`config.mk`:
```
export PLATFORM = sky130hd
export DESIGN_NAME = streetlight_schedule_controller_top
export DESIGN_NICKNAME = d
export VERILOG_FILES = /design/src/sv/scc_pkg.sv /design/src/sv/streetlight_schedule_controller_top.sv /design/src/sv/scc_cfg_regs.sv /design/src/sv/scc_local_time.sv /design/src/sv/scc_schedule.sv
export SDC_FILE = /design/constraint.sdc
export NUM_CORES = 1
export LEC_CHECK = 0
export ABC_AREA = 1
export BUFFER_PORTS_ARGS = -buffer_cell sky130_fd_sc_hd__buf_4
export CORE_ASPECT_RATIO = 0.9
export CORE_MARGIN = 2
export CORE_UTILIZATION = 60
export DETAILED_ROUTE_END_ITERATION = 8
export PLACE_DENSITY = 0.91
export SETUP_SLACK_MARGIN = 0.05
export SLEW_MARGIN = 20
export SYNTH_ARGS = -nofsm -noshare
export SYNTH_HDL_FRONTEND = slang
export SYNTH_SLANG_ARGS = --single-unit
```
`constraint.sdc`:
```
create_clock -name clk_i -period 8.03 [get_ports clk_i]
set_input_delay 1.2045 -clock clk_i [delete_from_list [all_inputs] [get_ports clk_i]]
set_output_delay 1.2045 -clock clk_i [all_outputs]
set_load 0.005 [all_outputs]
```
`src/sv/scc_pkg.sv`:
```
// Shared types, register indexes and constants for the streetlight schedule
// controller. Used by every module of the block; depends on nothing.
package scc_pkg;

  localparam int unsigned HourW     = 5;
  localparam int unsigned MinuteW   = 6;
  localparam int unsigned DayW      = 5;
  localparam int unsigned MonthW    = 4;
  localparam int unsigned YearW     = 12;
  localparam int unsigned SecondsW  = 32;
  localparam int unsigned LuxW      = 16;
  localparam int unsigned MarkW     = 11;
  localparam int unsigned DutyW     = 7;
  localparam int unsigned PeriodW   = 2;
  localparam int unsigned CfgIndexW = 3;
  localparam int unsigned CfgDataW  = 16;
  localparam int unsigned HoldW     = 16;

  localparam int unsigned MinutesPerHour = 60;
  localparam int unsigned HoursPerDay    = 24;
  localparam int unsigned MinutesPerDay  = HoursPerDay * MinutesPerHour;
  localparam int unsigned LastMonth      = 11;

  localparam logic [DutyW-1:0] DutyFull = 7'd100;

  localparam int unsigned DarkHoldDefault   = 60;
  localparam int unsigned ZoneOffsetDefault = 7;

  typedef enum logic [CfgIndexW-1:0] {
    CFG_MARK_ONE   = 3'd0,
    CFG_MARK_TWO   = 3'd1,
    CFG_MARK_THREE = 3'd2,
    CFG_MARK_FOUR  = 3'd3,
    CFG_DUTY_ONE   = 3'd4,
    CFG_DUTY_TWO   = 3'd5,
    CFG_DUTY_THREE = 3'd6,
    CFG_DARK_LUX   = 3'd7
  } cfg_idx_e;

  typedef enum logic [PeriodW-1:0] {
    PERIOD_ONE   = 2'd0,
    PERIOD_TWO   = 2'd1,
    PERIOD_THREE = 2'd2,
    PERIOD_DAY   = 2'd3
  } period_e;

  typedef struct packed {
    logic [MarkW-1:0] mark_one;
    logic [MarkW-1:0] mark_two;
    logic [MarkW-1:0] mark_three;
    logic [MarkW-1:0] mark_four;
    logic [DutyW-1:0] duty_one;
    logic [DutyW-1:0] duty_two;
    logic [DutyW-1:0] duty_three;
    logic [LuxW-1:0]  dark_lux;
  } cfg_t;

  typedef struct packed {
    logic [HourW-1:0]  hour;
    logic [DayW-1:0]   day;
    logic [MonthW-1:0] month;
    logic [YearW-1:0]  year;
    logic [MarkW-1:0]  minute_of_day;
  } local_time_t;

  typedef struct packed {
    logic             lamp_on;
    logic [DutyW-1:0] duty;
    period_e          period;
  } lamp_res_t;

endpackage

```
`src/sv/streetlight_schedule_controller_top.sv`:
```
// Top level of the streetlight schedule controller: input register, local
// time and schedule logic, result register. Depends on scc_pkg and submodules.
//
// Usage:
// Each input beat is one controller tick (UTC time and date, a seconds
// timestamp, a lux reading and a motion bit). It is accepted at a rising edge
// where in_valid_i is high and in_stall_o is low. Each accepted beat yields
// exactly one result beat: lamp on and duty, the period found and the local
// hour, day, month and year. A result is taken at an edge where out_valid_o
// is high and out_stall_i is low.
// After acceptance the beat sits in the input register while the shift,
// calendar and period logic run, and it lands in the result register at an
// edge where that register is free. Without receiver stalls, throughput is
// one beat per cycle, set by that single logic stage between the two registers.
// When the receiver stalls, the result register holds its beat and one more
// beat can still be taken into the input register; only then does
// in_stall_o rise. The dark hold timer advances as each beat moves into the
// result register, so beats are served strictly in order.
// Reset empties both registers, clears the dark hold timer and loads the
// default marks, duties and dark lux limit. Configuration writes go in
// through cfg_we_i at any edge and are meant for idle periods only.
module streetlight_schedule_controller_top #(
  parameter int unsigned DARK_HOLD_SECONDS = scc_pkg::DarkHoldDefault,
  parameter int unsigned ZONE_OFFSET_HOURS = scc_pkg::ZoneOffsetDefault
) (
  input  logic                          clk_i,
  input  logic                          rst_ni,
  // Configuration write port.
  input  logic                          cfg_we_i,
  input  logic [scc_pkg::CfgIndexW-1:0] cfg_index_i,
  input  logic [scc_pkg::CfgDataW-1:0]  cfg_wdata_i,
  // Tick input channel.
  input  logic                          in_valid_i,
  output logic                          in_stall_o,
  input  logic [scc_pkg::HourW-1:0]     utc_hour_i,
  input  logic [scc_pkg::MinuteW-1:0]   utc_minute_i,
  input  logic [scc_pkg::DayW-1:0]      utc_day_i,
  input  logic [scc_pkg::MonthW-1:0]    utc_month_i,
  input  logic [scc_pkg::YearW-1:0]     utc_year_i,
  input  logic [scc_pkg::SecondsW-1:0]  now_seconds_i,
  input  logic [scc_pkg::LuxW-1:0]      lux_i,
  input  logic                          motion_i,
  // Result channel.
  output logic                          out_valid_o,
  input  logic                          out_stall_i,
  output logic                          lamp_on_o,
  output logic [scc_pkg::DutyW-1:0]     duty_percent_o,
  output logic [scc_pkg::PeriodW-1:0]   period_o,
  output logic [scc_pkg::HourW-1:0]     local_hour_o,
  output logic [scc_pkg::DayW-1:0]      local_day_o,
  output logic [scc_pkg::MonthW-1:0]    local_month_o,
  output logic [scc_pkg::YearW-1:0]     local_year_o
);
  import scc_pkg::*;

  // Input register stage.
  logic                 in_valid_q, in_valid_d;
  logic [HourW-1:0]     hour_q;
  logic [MinuteW-1:0]   minute_q;
  logic [DayW-1:0]      day_q;
  logic [MonthW-1:0]    month_q;
  logic [YearW-1:0]     year_q;
  logic [SecondsW-1:0]  now_q;
  logic [LuxW-1:0]      lux_q;
  logic                 motion_q;

  // Result register stage.
  logic                 out_valid_q, out_valid_d;
  lamp_res_t            res_q;
  local_time_t          time_q;

  cfg_t                 cfg;
  local_time_t          local_time;
  lamp_res_t            res;
  logic                 out_free;
  logic                 in_accept;
  logic                 advance;

  // The result register can take a beat when it is empty or being drained.
  assign out_free   = !out_valid_q || !out_stall_i;
  assign advance    = in_valid_q && out_free;
  assign in_stall_o = in_valid_q && !out_free;
  assign in_accept  = in_valid_i && !in_stall_o;

  scc_cfg_regs u_cfg_regs (
    .clk_i       (clk_i),
    .rst_ni      (rst_ni),
    .cfg_we_i    (cfg_we_i),
    .cfg_index_i (cfg_index_i),
    .cfg_wdata_i (cfg_wdata_i),
    .cfg_o       (cfg)
  );

  scc_local_time #(
    .ZONE_OFFSET_HOURS (ZONE_OFFSET_HOURS)
  ) u_local_time (
    .utc_hour_i   (hour_q),
    .utc_minute_i (minute_q),
    .utc_day_i    (day_q),
    .utc_month_i  (month_q),
    .utc_year_i   (year_q),
    .local_o      (local_time)
  );

  scc_schedule #(
    .DARK_HOLD_SECONDS (DARK_HOLD_SECONDS)
  ) u_schedule (
    .clk_i           (clk_i),
    .rst_ni          (rst_ni),
    .cfg_i           (cfg),
    .minute_of_day_i (local_time.minute_of_day),
    .now_seconds_i   (now_q),
    .lux_i           (lux_q),
    .motion_i        (motion_q),
    .advance_i       (advance),
    .res_o           (res)
  );

  always_comb begin
    in_valid_d = in_valid_q;
    if (in_accept) begin
      in_valid_d = 1'b1;
    end else if (advance) begin
      in_valid_d = 1'b0;
    end

    out_valid_d = out_valid_q;
    if (advance) begin
      out_valid_d = 1'b1;
    end else if (!out_stall_i) begin
      out_valid_d = 1'b0;
    end
  end

  always_ff @(posedge clk_i or negedge rst_ni) begin
    if (!rst_ni) begin
      in_valid_q  <= 1'b0;
      out_valid_q <= 1'b0;
    end else begin
      in_valid_q  <= in_valid_d;
      out_valid_q <= out_valid_d;
    end
  end

  // Payload registers carry no reset; the valid flags qualify them.
  always_ff @(posedge clk_i) begin
    if (in_accept) begin
      hour_q   <= utc_hour_i;
      minute_q <= utc_minute_i;
      day_q    <= utc_day_i;
      month_q  <= utc_month_i;
      year_q   <= utc_year_i;
      now_q    <= now_seconds_i;
      lux_q    <= lux_i;
      motion_q <= motion_i;
    end
    if (advance) begin
      res_q  <= res;
      time_q <= local_time;
    end
  end

  assign out_valid_o    = out_valid_q;
  assign lamp_on_o      = res_q.lamp_on;
  assign duty_percent_o = res_q.duty;
  assign period_o       = res_q.period;
  assign local_hour_o   = time_q.hour;
  assign local_day_o    = time_q.day;
  assign local_month_o  = time_q.month;
  assign local_year_o   = time_q.year;

endmodule

```
`src/sv/scc_cfg_regs.sv`:
```
// Configuration register file: period marks, duties and the dark lux limit.
// Depends on scc_pkg.
module scc_cfg_regs (
  input  logic                         clk_i,
  input  logic                         rst_ni,
  input  logic                         cfg_we_i,
  input  logic [scc_pkg::CfgIndexW-1:0] cfg_index_i,
  input  logic [scc_pkg::CfgDataW-1:0]  cfg_wdata_i,
  output scc_pkg::cfg_t                cfg_o
);
  import scc_pkg::*;

  cfg_t cfg_q, cfg_d;

  always_comb begin
    cfg_d = cfg_q;
    if (cfg_we_i) begin
      unique case (cfg_idx_e'(cfg_index_i))
        CFG_MARK_ONE:   cfg_d.mark_one   = cfg_wdata_i[MarkW-1:0];
        CFG_MARK_TWO:   cfg_d.mark_two   = cfg_wdata_i[MarkW-1:0];
        CFG_MARK_THREE: cfg_d.mark_three = cfg_wdata_i[MarkW-1:0];
        CFG_MARK_FOUR:  cfg_d.mark_four  = cfg_wdata_i[MarkW-1:0];
        CFG_DUTY_ONE:   cfg_d.duty_one   = cfg_wdata_i[DutyW-1:0];
        CFG_DUTY_TWO:   cfg_d.duty_two   = cfg_wdata_i[DutyW-1:0];
        CFG_DUTY_THREE: cfg_d.duty_three = cfg_wdata_i[DutyW-1:0];
        CFG_DARK_LUX:   cfg_d.dark_lux   = cfg_wdata_i[LuxW-1:0];
        default: ;
      endcase
    end
  end

  always_ff @(posedge clk_i or negedge rst_ni) begin
    if (!rst_ni) begin
      cfg_q.mark_one   <= 11'd1080;
      cfg_q.mark_two   <= 11'd1350;
      cfg_q.mark_three <= 11'd150;
      cfg_q.mark_four  <= 11'd360;
      cfg_q.duty_one   <= 7'd100;
      cfg_q.duty_two   <= 7'd70;
      cfg_q.duty_three <= 7'd30;
      cfg_q.dark_lux   <= 16'd10;
    end else begin
      cfg_q <= cfg_d;
    end
  end

  assign cfg_o = cfg_q;

endmodule

```
`src/sv/scc_local_time.sv`:
```
// Time zone shift and calendar rollover with Gregorian leap years, plus the
// local minute of day. Purely combinational; depends on scc_pkg.
module scc_local_time #(
  parameter int unsigned ZONE_OFFSET_HOURS = scc_pkg::ZoneOffsetDefault
) (
  input  logic [scc_pkg::HourW-1:0]   utc_hour_i,
  input  logic [scc_pkg::MinuteW-1:0] utc_minute_i,
  input  logic [scc_pkg::DayW-1:0]    utc_day_i,
  input  logic [scc_pkg::MonthW-1:0]  utc_month_i,
  input  logic [scc_pkg::YearW-1:0]   utc_year_i,
  output scc_pkg::local_time_t        local_o
);
  import scc_pkg::*;

  localparam int unsigned YearMax    = (2 ** YearW) - 1;
  localparam int unsigned CenturyTop = YearMax / 100;

  // Multiples of 100 within the year range are few, so match them directly.
  function automatic logic is_century(input logic [YearW-1:0] year);
    logic hit;
    hit = 1'b0;
    for (int unsigned k = 0; k <= CenturyTop; k++) begin
      if (year == YearW'(k * 100)) hit = 1'b1;
    end
    return hit;
  endfunction

  function automatic logic [DayW-1:0] month_length(input logic [MonthW-1:0] month,
                                                   input logic [YearW-1:0]  year);
    logic century, leap;
    century = is_century(year);
    // A century year is a multiple of 400 exactly when it is a multiple of 16.
    leap = (year[1:0] == 2'b00) && (!century || (year[3:0] == 4'b0000));
    case (month)
      4'd3, 4'd5, 4'd8, 4'd10: month_length = 5'd30;
      4'd1:                    month_length = leap ? 5'd29 : 5'd28;
      default:                 month_length = 5'd31;
    endcase
  endfunction

  logic [HourW:0]    hour_sum;
  logic              wrap;
  logic [HourW-1:0]  hour_loc;
  logic [DayW:0]     day_inc;
  logic [MonthW:0]   month_inc;
  logic [DayW-1:0]   mlen;

  always_comb begin
    hour_sum  = {1'b0, utc_hour_i} + (HourW + 1)'(ZONE_OFFSET_HOURS);
    wrap      = hour_sum >= (HourW + 1)'(HoursPerDay);
    hour_loc  = wrap ? HourW'(hour_sum - (HourW + 1)'(HoursPerDay)) : hour_sum[HourW-1:0];
    day_inc   = {1'b0, utc_day_i} + 6'd1;
    month_inc = {1'b0, utc_month_i} + 5'd1;
    mlen      = month_length(utc_month_i, utc_year_i);

    local_o.hour  = hour_loc;
    local_o.day   = utc_day_i;
    local_o.month = utc_month_i;
    local_o.year  = utc_year_i;
    if (wrap) begin
      local_o.day = day_inc[DayW-1:0];
      if (day_inc > {1'b0, mlen}) begin
        local_o.day = 5'd1;
        if (month_inc > (MonthW + 1)'(LastMonth)) begin
          local_o.month = '0;
          local_o.year  = utc_year_i + 12'd1;
        end else begin
          local_o.month = month_inc[MonthW-1:0];
        end
      end
    end

    local_o.minute_of_day = MarkW'({6'b0, hour_loc} * MarkW'(MinutesPerHour))
                          + {5'b0, utc_minute_i};
  end

endmodule

```
`src/sv/scc_schedule.sv`:
```
// Period selection, lamp decision and the daytime dark hold timer.
// Depends on scc_pkg.
module scc_schedule #(
  parameter int unsigned DARK_HOLD_SECONDS = scc_pkg::DarkHoldDefault
) (
  input  logic                          clk_i,
  input  logic                          rst_ni,
  input  scc_pkg::cfg_t                 cfg_i,
  input  logic [scc_pkg::MarkW-1:0]     minute_of_day_i,
  input  logic [scc_pkg::SecondsW-1:0]  now_seconds_i,
  input  logic [scc_pkg::LuxW-1:0]      lux_i,
  input  logic                          motion_i,
  input  logic                          advance_i,
  output scc_pkg::lamp_res_t            res_o
);
  import scc_pkg::*;

  logic [SecondsW-1:0] dark_since_q, dark_since_d;
  logic [SecondsW-1:0] since_eff;
  logic [SecondsW-1:0] elapsed;
  logic [DutyW-1:0]    night_duty;
  period_e             period;

  always_comb begin
    if (minute_of_day_i >= cfg_i.mark_one && minute_of_day_i < cfg_i.mark_two) begin
      period     = PERIOD_ONE;
      night_duty = cfg_i.duty_one;
    end else if ((minute_of_day_i >= cfg_i.mark_two &&
                  minute_of_day_i < MarkW'(MinutesPerDay)) ||
                 minute_of_day_i < cfg_i.mark_three) begin
      period     = PERIOD_TWO;
      night_duty = cfg_i.duty_two;
    end else if (minute_of_day_i >= cfg_i.mark_three &&
                 minute_of_day_i < cfg_i.mark_four) begin
      period     = PERIOD_THREE;
      night_duty = cfg_i.duty_three;
    end else begin
      period     = PERIOD_DAY;
      night_duty = '0;
    end
  end

  always_comb begin
    since_eff    = (dark_since_q == '0) ? now_seconds_i : dark_since_q;
    elapsed      = now_seconds_i - since_eff;
    dark_since_d = dark_since_q;
    res_o.period = period;
    if (period == PERIOD_DAY) begin
      res_o.lamp_on = 1'b0;
      res_o.duty    = '0;
      if (lux_i <= cfg_i.dark_lux) begin
        dark_since_d = since_eff;
        if (elapsed > SecondsW'(DARK_HOLD_SECONDS)) begin
          res_o.lamp_on = 1'b1;
          res_o.duty    = DutyFull;
        end
      end else begin
        dark_since_d = '0;
      end
    end else begin
      res_o.lamp_on = 1'b1;
      if (motion_i || night_duty > DutyFull) begin
        res_o.duty = DutyFull;
      end else begin
        res_o.duty = night_duty;
      end
    end
  end

  always_ff @(posedge clk_i or negedge rst_ni) begin
    if (!rst_ni) begin
      dark_since_q <= '0;
    end else if (advance_i) begin
      dark_since_q <= dark_since_d;
    end
  end

endmodule

```
==> results.json, run 1 <==
{
  "drive_gt1_share_pct": 15.2,
  "worst_pin_slew_ns": 1.07,
  "p_leak_nw": 7.44,
  "coreArea_um2": 22600,
  "synth_common_cells": "nand2_1 (346), inv_1 (239), o21ai_0 (125)",
  "viasPerCell": 5.64,
  "skew_ns": 0.0232,
  "status": "completed",
  "fin_crit_sh_pct": 87.7,
  "synth_ff_type": "edfxtp_1",
  "wl_um": 33300,
  "wl_per_cell_um": 16.3,
  "cp.arrival_ns": 7.50,
  "grt_max_degree": 68,
  "cts_sinks": 232,
  "critical_path_class": "flip-flop to flip-flop",
  "endpoint_kind": "flip-flop",
  "grt_pass1_vias": 11200,
  "clk_pin_slew_ns": 0.06,
  "min_to": "u_cfg_regs.cfg_o[76]$_DFFE_PN0P_",
  "post_cts.repair.setup_buffers": 0,
  "ctsHtreeMaxLevel": 1,
  "synth_largest_area_cell": "edfxtp_1",
  "die_w_um": 165,
  "totalPowerFinal_mw": 5.61,
  "postCtsHoldBufs": 0,
  "r2r_cells": 32,
  "p_per_area_nw_per_um2": 348,
  "fillers": 1669,
  "relSlewSlack_pct": 28.0,
  "path_common_cell": "nand2_1",
  "initial_core_util_pct": 61.5,
  "maxSlewViolCount": 0,
  "root_buffer": "clkbuf_16",
  "final_nets": 1959,
  "portBuffers": 142,
  "timing_hold_violations_final": 0,
  "min_from": "u_cfg_regs.cfg_o[76]$_DFFE_PN0P_",
  "cts_buffers": 25,
  "seq_area_frac_synth_pct": 46.2,
  "fin_crit_ns": 7.04,
  "dpl.hpwl_um": 24800,
  "start_kind": "flip-flop",
  "ys_types": 48,
  "multi_input_area_um2": 6480,
  "synthesis.instances": 1582,
  "min_path_cells": 2,
  "yosysTopAreaCellShare_pct": 25.2,
  "synth_area_um2": 13900,
  "cts_buffer_depth": 3,
  "synthTopCellsByArea": "edfxtp_1 (25%), dfrtp_1 (15%), ha_1 (10%)",
  "routabilityCongestion": 0.902,
  "drtPass1Iterations": 8,
  "clock_latency_ns": 0.53,
  "detail-route-antenna-nets": 0,
  "worst_r2r_endpoint": "u_schedule.dark_since_q[31]$_DFFE_PN0P_",
  "synth_most_common_cell": "nand2_1",
  "grt-ovfl-total": 0,
  "syn-num-nets": 1810,
  "track_usage_pct": 27.5,
  "drt_iter0_drc": 1180,
  "worstPathRequired_ns": 8.48,
  "max_stage_delay_ns": 0.55,
  "synth_warnings": 0,
  "ir_worst_vdd_mv": 0.226,
  "cts_tree": "yes",
  "antenna_found_initial": 0,
  "postCtsResizedCells": 0,
  "cp_slowest_cell": "fa_1",
  "regArea_um2": 6430,
  "drcViolationCount": 0,
  "synthToLayoutAreaGrowth_pct": 15.7,
  "setup_viol": 0,
  "async_reset_ff_share_pct": 49.6,
  "die_area_um2": 24400,
  "fp-row-count": 52,
  "rsz0062_at_grt": "false",
  "syn-mean-instance-area_um2": 8.80,
  "grt_pass1_wl_um": 54000,
  "ys_seq_elements": 232,
  "die_h_um": 149,
  "worstReg2RegStart": "hour_q[0]$_DFFE_PP_",
  "critPathMaxFanout": 33,
  "r2r_slack_ns": 0.99,
  "setup_tns_ns": 0,
  "antenna_cells": 0,
  "maxCapViolCount": 0,
  "pin_count": 143,
  "vias": 11500,
  "hold_path.class": "flip-flop to flip-flop",
  "synth-edff-count": 117,
  "max_freq_ghz": 0.142
}
cell type report:
cell class	instances	share of cell area, %
multi-input cells	1083	40.2
flip-flops and latches	232	39.9
repair buffers	149	6.94
inverters	240	5.60
clock buffers	31	4.22
well taps	297	2.31
clock inverters	15	0.823
worst max path at each step:
stage | start | end | slack [ns] | depth (start not counted)
2_1_floorplan | hour_q[0]$_DFFE_PP_ | duty_percent_o[2]$_DFFE_PP_ | 2.05 | 35
3_3_place_gp | hour_q[0]$_DFFE_PP_ | u_schedule.dark_since_q[31]$_DFFE_PN0P_ | 1.57 | 32
3_5_place_dp | hour_q[0]$_DFFE_PP_ | u_schedule.dark_since_q[31]$_DFFE_PN0P_ | 1.19 | 32
4_1_cts | hour_q[0]$_DFFE_PP_ | u_schedule.dark_since_q[31]$_DFFE_PN0P_ | 1.06 | 32
5_1_grt | hour_q[0]$_DFFE_PP_ | duty_percent_o[2]$_DFFE_PP_ | 0.50 | 35
6_report | hour_q[0]$_DFFE_PP_ | u_schedule.dark_since_q[31]$_DFFE_PN0P_ | 0.99 | 32
cell families after synthesis:
kind of cell    count (synthesis)  synth area share [%]
compound gates                305                  13.7
xor+xnor                       42                  2.70
fa+ha+maj                     123                  11.5
buf+inv                       267                  7.44
flops                         232                  46.2
simple gates                  613                  18.6
stage by stage:
stage	std cells	setup slack, ns	utilization (%)	area, µm²	hold WS [ns]
5_1_grt	2047	0.495	71.2	16100	0.520
2_1_floorplan	1582	2.05	-	13900	0.446
3_5_place_dp	2001	1.19	67.6	15300	0.473
3_3_place_gp	2001	1.57	67.6	15300	0.466
6_report	2047	0.986	71.2	16100	0.488
4_1_cts	2047	1.06	71.2	16100	0.488
state kept, by name, indices dropped and copies added, names as in the netlist:
| signal | cells |
|---|---|
| period_o | 2 |
| in_valid_q | 1 |
| lamp_on_o | 1 |
| motion_q | 1 |
| lux_q | 16 |
| local_day_o | 5 |
| local_year_o | 12 |
| u_cfg_regs.cfg_o | 81 |
| minute_q | 6 |
| local_hour_o | 5 |
| now_q | 32 |
| day_q | 5 |
| month_q | 4 |
| u_schedule.dark_since_q | 32 |
| hour_q | 5 |
| local_month_o | 4 |
| year_q | 12 |
| duty_percent_o | 7 |
| out_valid_o | 1 |
routing by layer:
| metal | routed length [µm] | up-vias | track usage [%] |
|---|---|---|---|
| li1 | - | 5624 | - |
| met1 | 14800 | 5430 | 38.9 |
| met2 | 15400 | 435 | 45.7 |
| met3 | 2460 | 59 | 3.63 |
| met4 | 645 | 0 | 5.78 |
| met5 | 0 | - | 0 |
report_power, final:
part           switching (mW)  internal [mW]  leakage (nW)
Clock                   0.472          0.666         0.405
Combinational            1.85           1.04          4.50
Sequential             0.0958           1.50          2.54
critical path: cells and delay by family, from the launching register on:
family | cells | cell delay [ns]
xor+xnor | 1 | 0.23
simple gates | 18 | 2.51
buf+inv | 5 | 1.04
fa+ha+maj | 5 | 2.04
flops | 1 | 0.43
compound gates | 3 | 0.72
placed cells by master, fill, tap and decap left out, types with 26 or more instances in the layout:
master / count
o21ai_0: 125
inv_1: 238
nand3_1: 79
dfstp_2: 29
dfrtp_1: 86
buf_4: 149
edfxtp_1: 117
clkbuf_16: 26
o22ai_2: 30
nand2_1: 346
a21oi_1: 99
ha_1: 115
nor2_1: 116
xor2_1: 28
No activity file was read; power rests on OpenSTA's default activity.
==> run 2, diff against run 1 <==
- ABC_AREA: 1 -> unset
==> results.json, run 2 <==
{
  "status": "completed",
  "maxCapViolCount": 0,
  "max_freq_ghz": 0.133,
  "worst-path-stages": 26,
  "setup_tns_ns": 0,
  "coreArea_um2": 23300,
  "post_cts.repair.setup_buffers": 0,
  "endpoint_kind": "flip-flop",
  "critPathMaxFanout": 17,
  "seq_area_frac_synth_pct": 45.1,
  "root_buffer": "clkbuf_16",
  "cp.arrival_ns": 7.85,
  "synth_ff_type": "edfxtp_1",
  "startpoint": "hour_q[0]$_DFFE_PP_",
  "drtPass1Iterations": 5,
  "fin_crit_ns": 7.50,
  "cp_slowest_cell": "fa_1",
  "r2r_slack_ns": 0.53,
  "cts_tree": "yes",
  "skew_ns": 0.0111,
  "drt_iter0_drc": 1222,
  "yosysTopAreaCellShare_pct": 24.6,
  "postCtsResizedCells": 0,
  "clk_pin_slew_ns": 0.06,
  "synth_warnings": 0,
  "async_reset_ff_share_pct": 49.6,
  "track_usage_pct": 27.9,
  "die_h_um": 150,
  "wl_per_cell_um": 19.2,
  "synth_largest_area_cell": "edfxtp_1",
  "worstReg2RegStart": "hour_q[0]$_DFFE_PP_",
  "largest_reg_flops": 81,
  "p_leak_nw": 6.90,
  "p_per_area_nw_per_um2": 390,
  "ys_seq_elements": 232,
  "setup_viol": 0,
  "setup_ws_ns": 0.530,
  "die_area_um2": 25000,
  "start_kind": "flip-flop",
  "grt_pass1_vias": 11500,
  "detail-route-antenna-nets": 0,
  "final_nets": 1733,
  "antenna_found_initial": 2,
  "grt_pass1_wl_um": 57100,
  "clock_latency_ns": 0.54,
  "postCtsHoldBufs": 0,
  "relSlewSlack_pct": 31.0,
  "ir_worst_vdd_mv": 0.271,
  "routabilityCongestion": 1.00,
  "synth-edff-count": 117,
  "viasPerCell": 6.35,
  "fin_crit_sh_pct": 93.4,
  "cts_buffers": 25,
  "die_w_um": 166,
  "vias": 11600,
  "synth_area_um2": 14300,
  "dpl.hpwl_um": 24700,
  "hold_path.class": "flip-flop to flip-flop",
  "fp-row-count": 53,
  "synthTopCellsByArea": "edfxtp_1 (25%), dfrtp_1 (15%), ha_1 (10%)",
  "final_common_cell": "buf_4",
  "synth_common_cells": "nand2_1 (120), edfxtp_1 (117), ha_1 (115)",
  "grt-ovfl-total": 0,
  "cts_buffer_depth": 3,
  "portBuffers": 142,
  "worst_pin_slew_ns": 1.03,
  "timing_hold_violations_final": 0,
  "cts_sinks": 232,
  "synthesis.instances": 1386,
  "ctsHtreeMaxLevel": 1,
  "r2r_cells": 26,
  "syn-num-nets": 1614,
  "dp_slack_ns": 0.683,
  "pin_count": 143,
  "wl_um": 35100,
  "maxSlewViolCount": 0,
  "ys_types": 85,
  "grt_max_degree": 87,
  "critical_path_class": "flip-flop to flip-flop",
  "cp_num_buf_inv": 3,
  "synthToLayoutAreaGrowth_pct": 14.8,
  "worst_r2r_endpoint": "duty_percent_o[1]$_SDFFCE_PP0P_",
  "max_stage_delay_ns": 0.54,
  "layout_common_cells": "buf_4 (145), nand2_1 (120), edfxtp_1 (117), ha_1 (115), a21oi_1 (112)",
  "rsz0062_at_grt": "false",
  "worstPathRequired_ns": 8.38,
  "endpoint": "duty_percent_o[1]$_SDFFCE_PP0P_",
  "drcViolationCount": 0,
  "crit_family": "compound AO/OA/AOI/OAI gates",
  "drive_gt1_share_pct": 21.4,
  "syn-mean-instance-area_um2": 10.3,
  "initial_core_util_pct": 61.1,
  "synth_most_common_cell": "nand2_1"
}
## run 2: cell count changes after synthesis, sizes merged, moves of 19 or more
cell / change
o31ai: +32
nand3: -39
mux2: +53
o21ai: -39
xor2: -19
nand2b: +27
nand2: -230
o22ai: -27
inv: -130
nor2: -53
clkbuf: +23
## run 2: worst min path at each step
stage                                      from                                to  slack (ns)  cells past startpoint
3_5_place_dp   u_cfg_regs.cfg_o[21]$_DFFE_PN0P_  u_cfg_regs.cfg_o[21]$_DFFE_PN0P_        0.49                      1
3_3_place_gp             in_valid_q$_DFFE_PN0P_           out_valid_o$_DFFE_PN0P_        0.47                      1
5_1_grt         u_cfg_regs.cfg_o[2]$_DFFE_PN0P_   u_cfg_regs.cfg_o[2]$_DFFE_PN0P_        0.53                      1
2_1_floorplan            in_valid_q$_DFFE_PN0P_           out_valid_o$_DFFE_PN0P_        0.45                      1
4_1_cts        u_cfg_regs.cfg_o[21]$_DFFE_PN0P_  u_cfg_regs.cfg_o[21]$_DFFE_PN0P_        0.51                      1
6_report        u_cfg_regs.cfg_o[6]$_DFFE_PN0P_   u_cfg_regs.cfg_o[6]$_DFFE_PN0P_        0.51                      1
## run 2: power by group
part | leakage [nW] | internal (mW) | total, mW | switching (mW)
logic | 4.00 | 1.40 | 3.65 | 2.25
clock network | 0.387 | 0.626 | 1.11 | 0.483
registers | 2.51 | 1.50 | 1.61 | 0.117
## run 2: final cells by class
type                            count  area, µm²
Multi-Input combinational cell    988       7220
Fill cell                        1645       6970
Sequential cell                   232       6430
Timing Repair Buffer              148       1150
Clock buffer                       33        676
Inverter                          110        413
Tap cell                          302        378
Clock inverter                     13        103
Antenna cell                        2       5.00
## run 2: per-layer routing
layer | part of all wire (%) | GRT usage [%]
met1 | 42 | 37.0
met2 | 46 | 45.8
met3 | 7.9 | 4.89
met4 | 4.1 | 11.7
met5 | 0 | 0
## run 2: cell families after synthesis
kind of cell | share of synthesized area, %
adders and majority gates | 11.2
and+or+nand+nor | 13.8
buffers and inverters | 4.63
DFF | 45.1
AOI/OAI and AO/OA | 19.1
muxes | 4.33
xor gates and xnor gates | 1.90
## run 2: through the flow
stage	instance area, µm²	hold slack [ns]	total power [mW]	cells	util [%]
CTS	16300	0.506	6.29	1825	69.9
finish	16400	0.507	6.38	1828	70.1
detailed placement	15500	0.492	5.14	1779	66.5
floorplan	14300	0.449	4.28	1386	-
global placement	15500	0.468	5.00	1779	66.5
global route	16400	0.529	6.83	1827	70.1
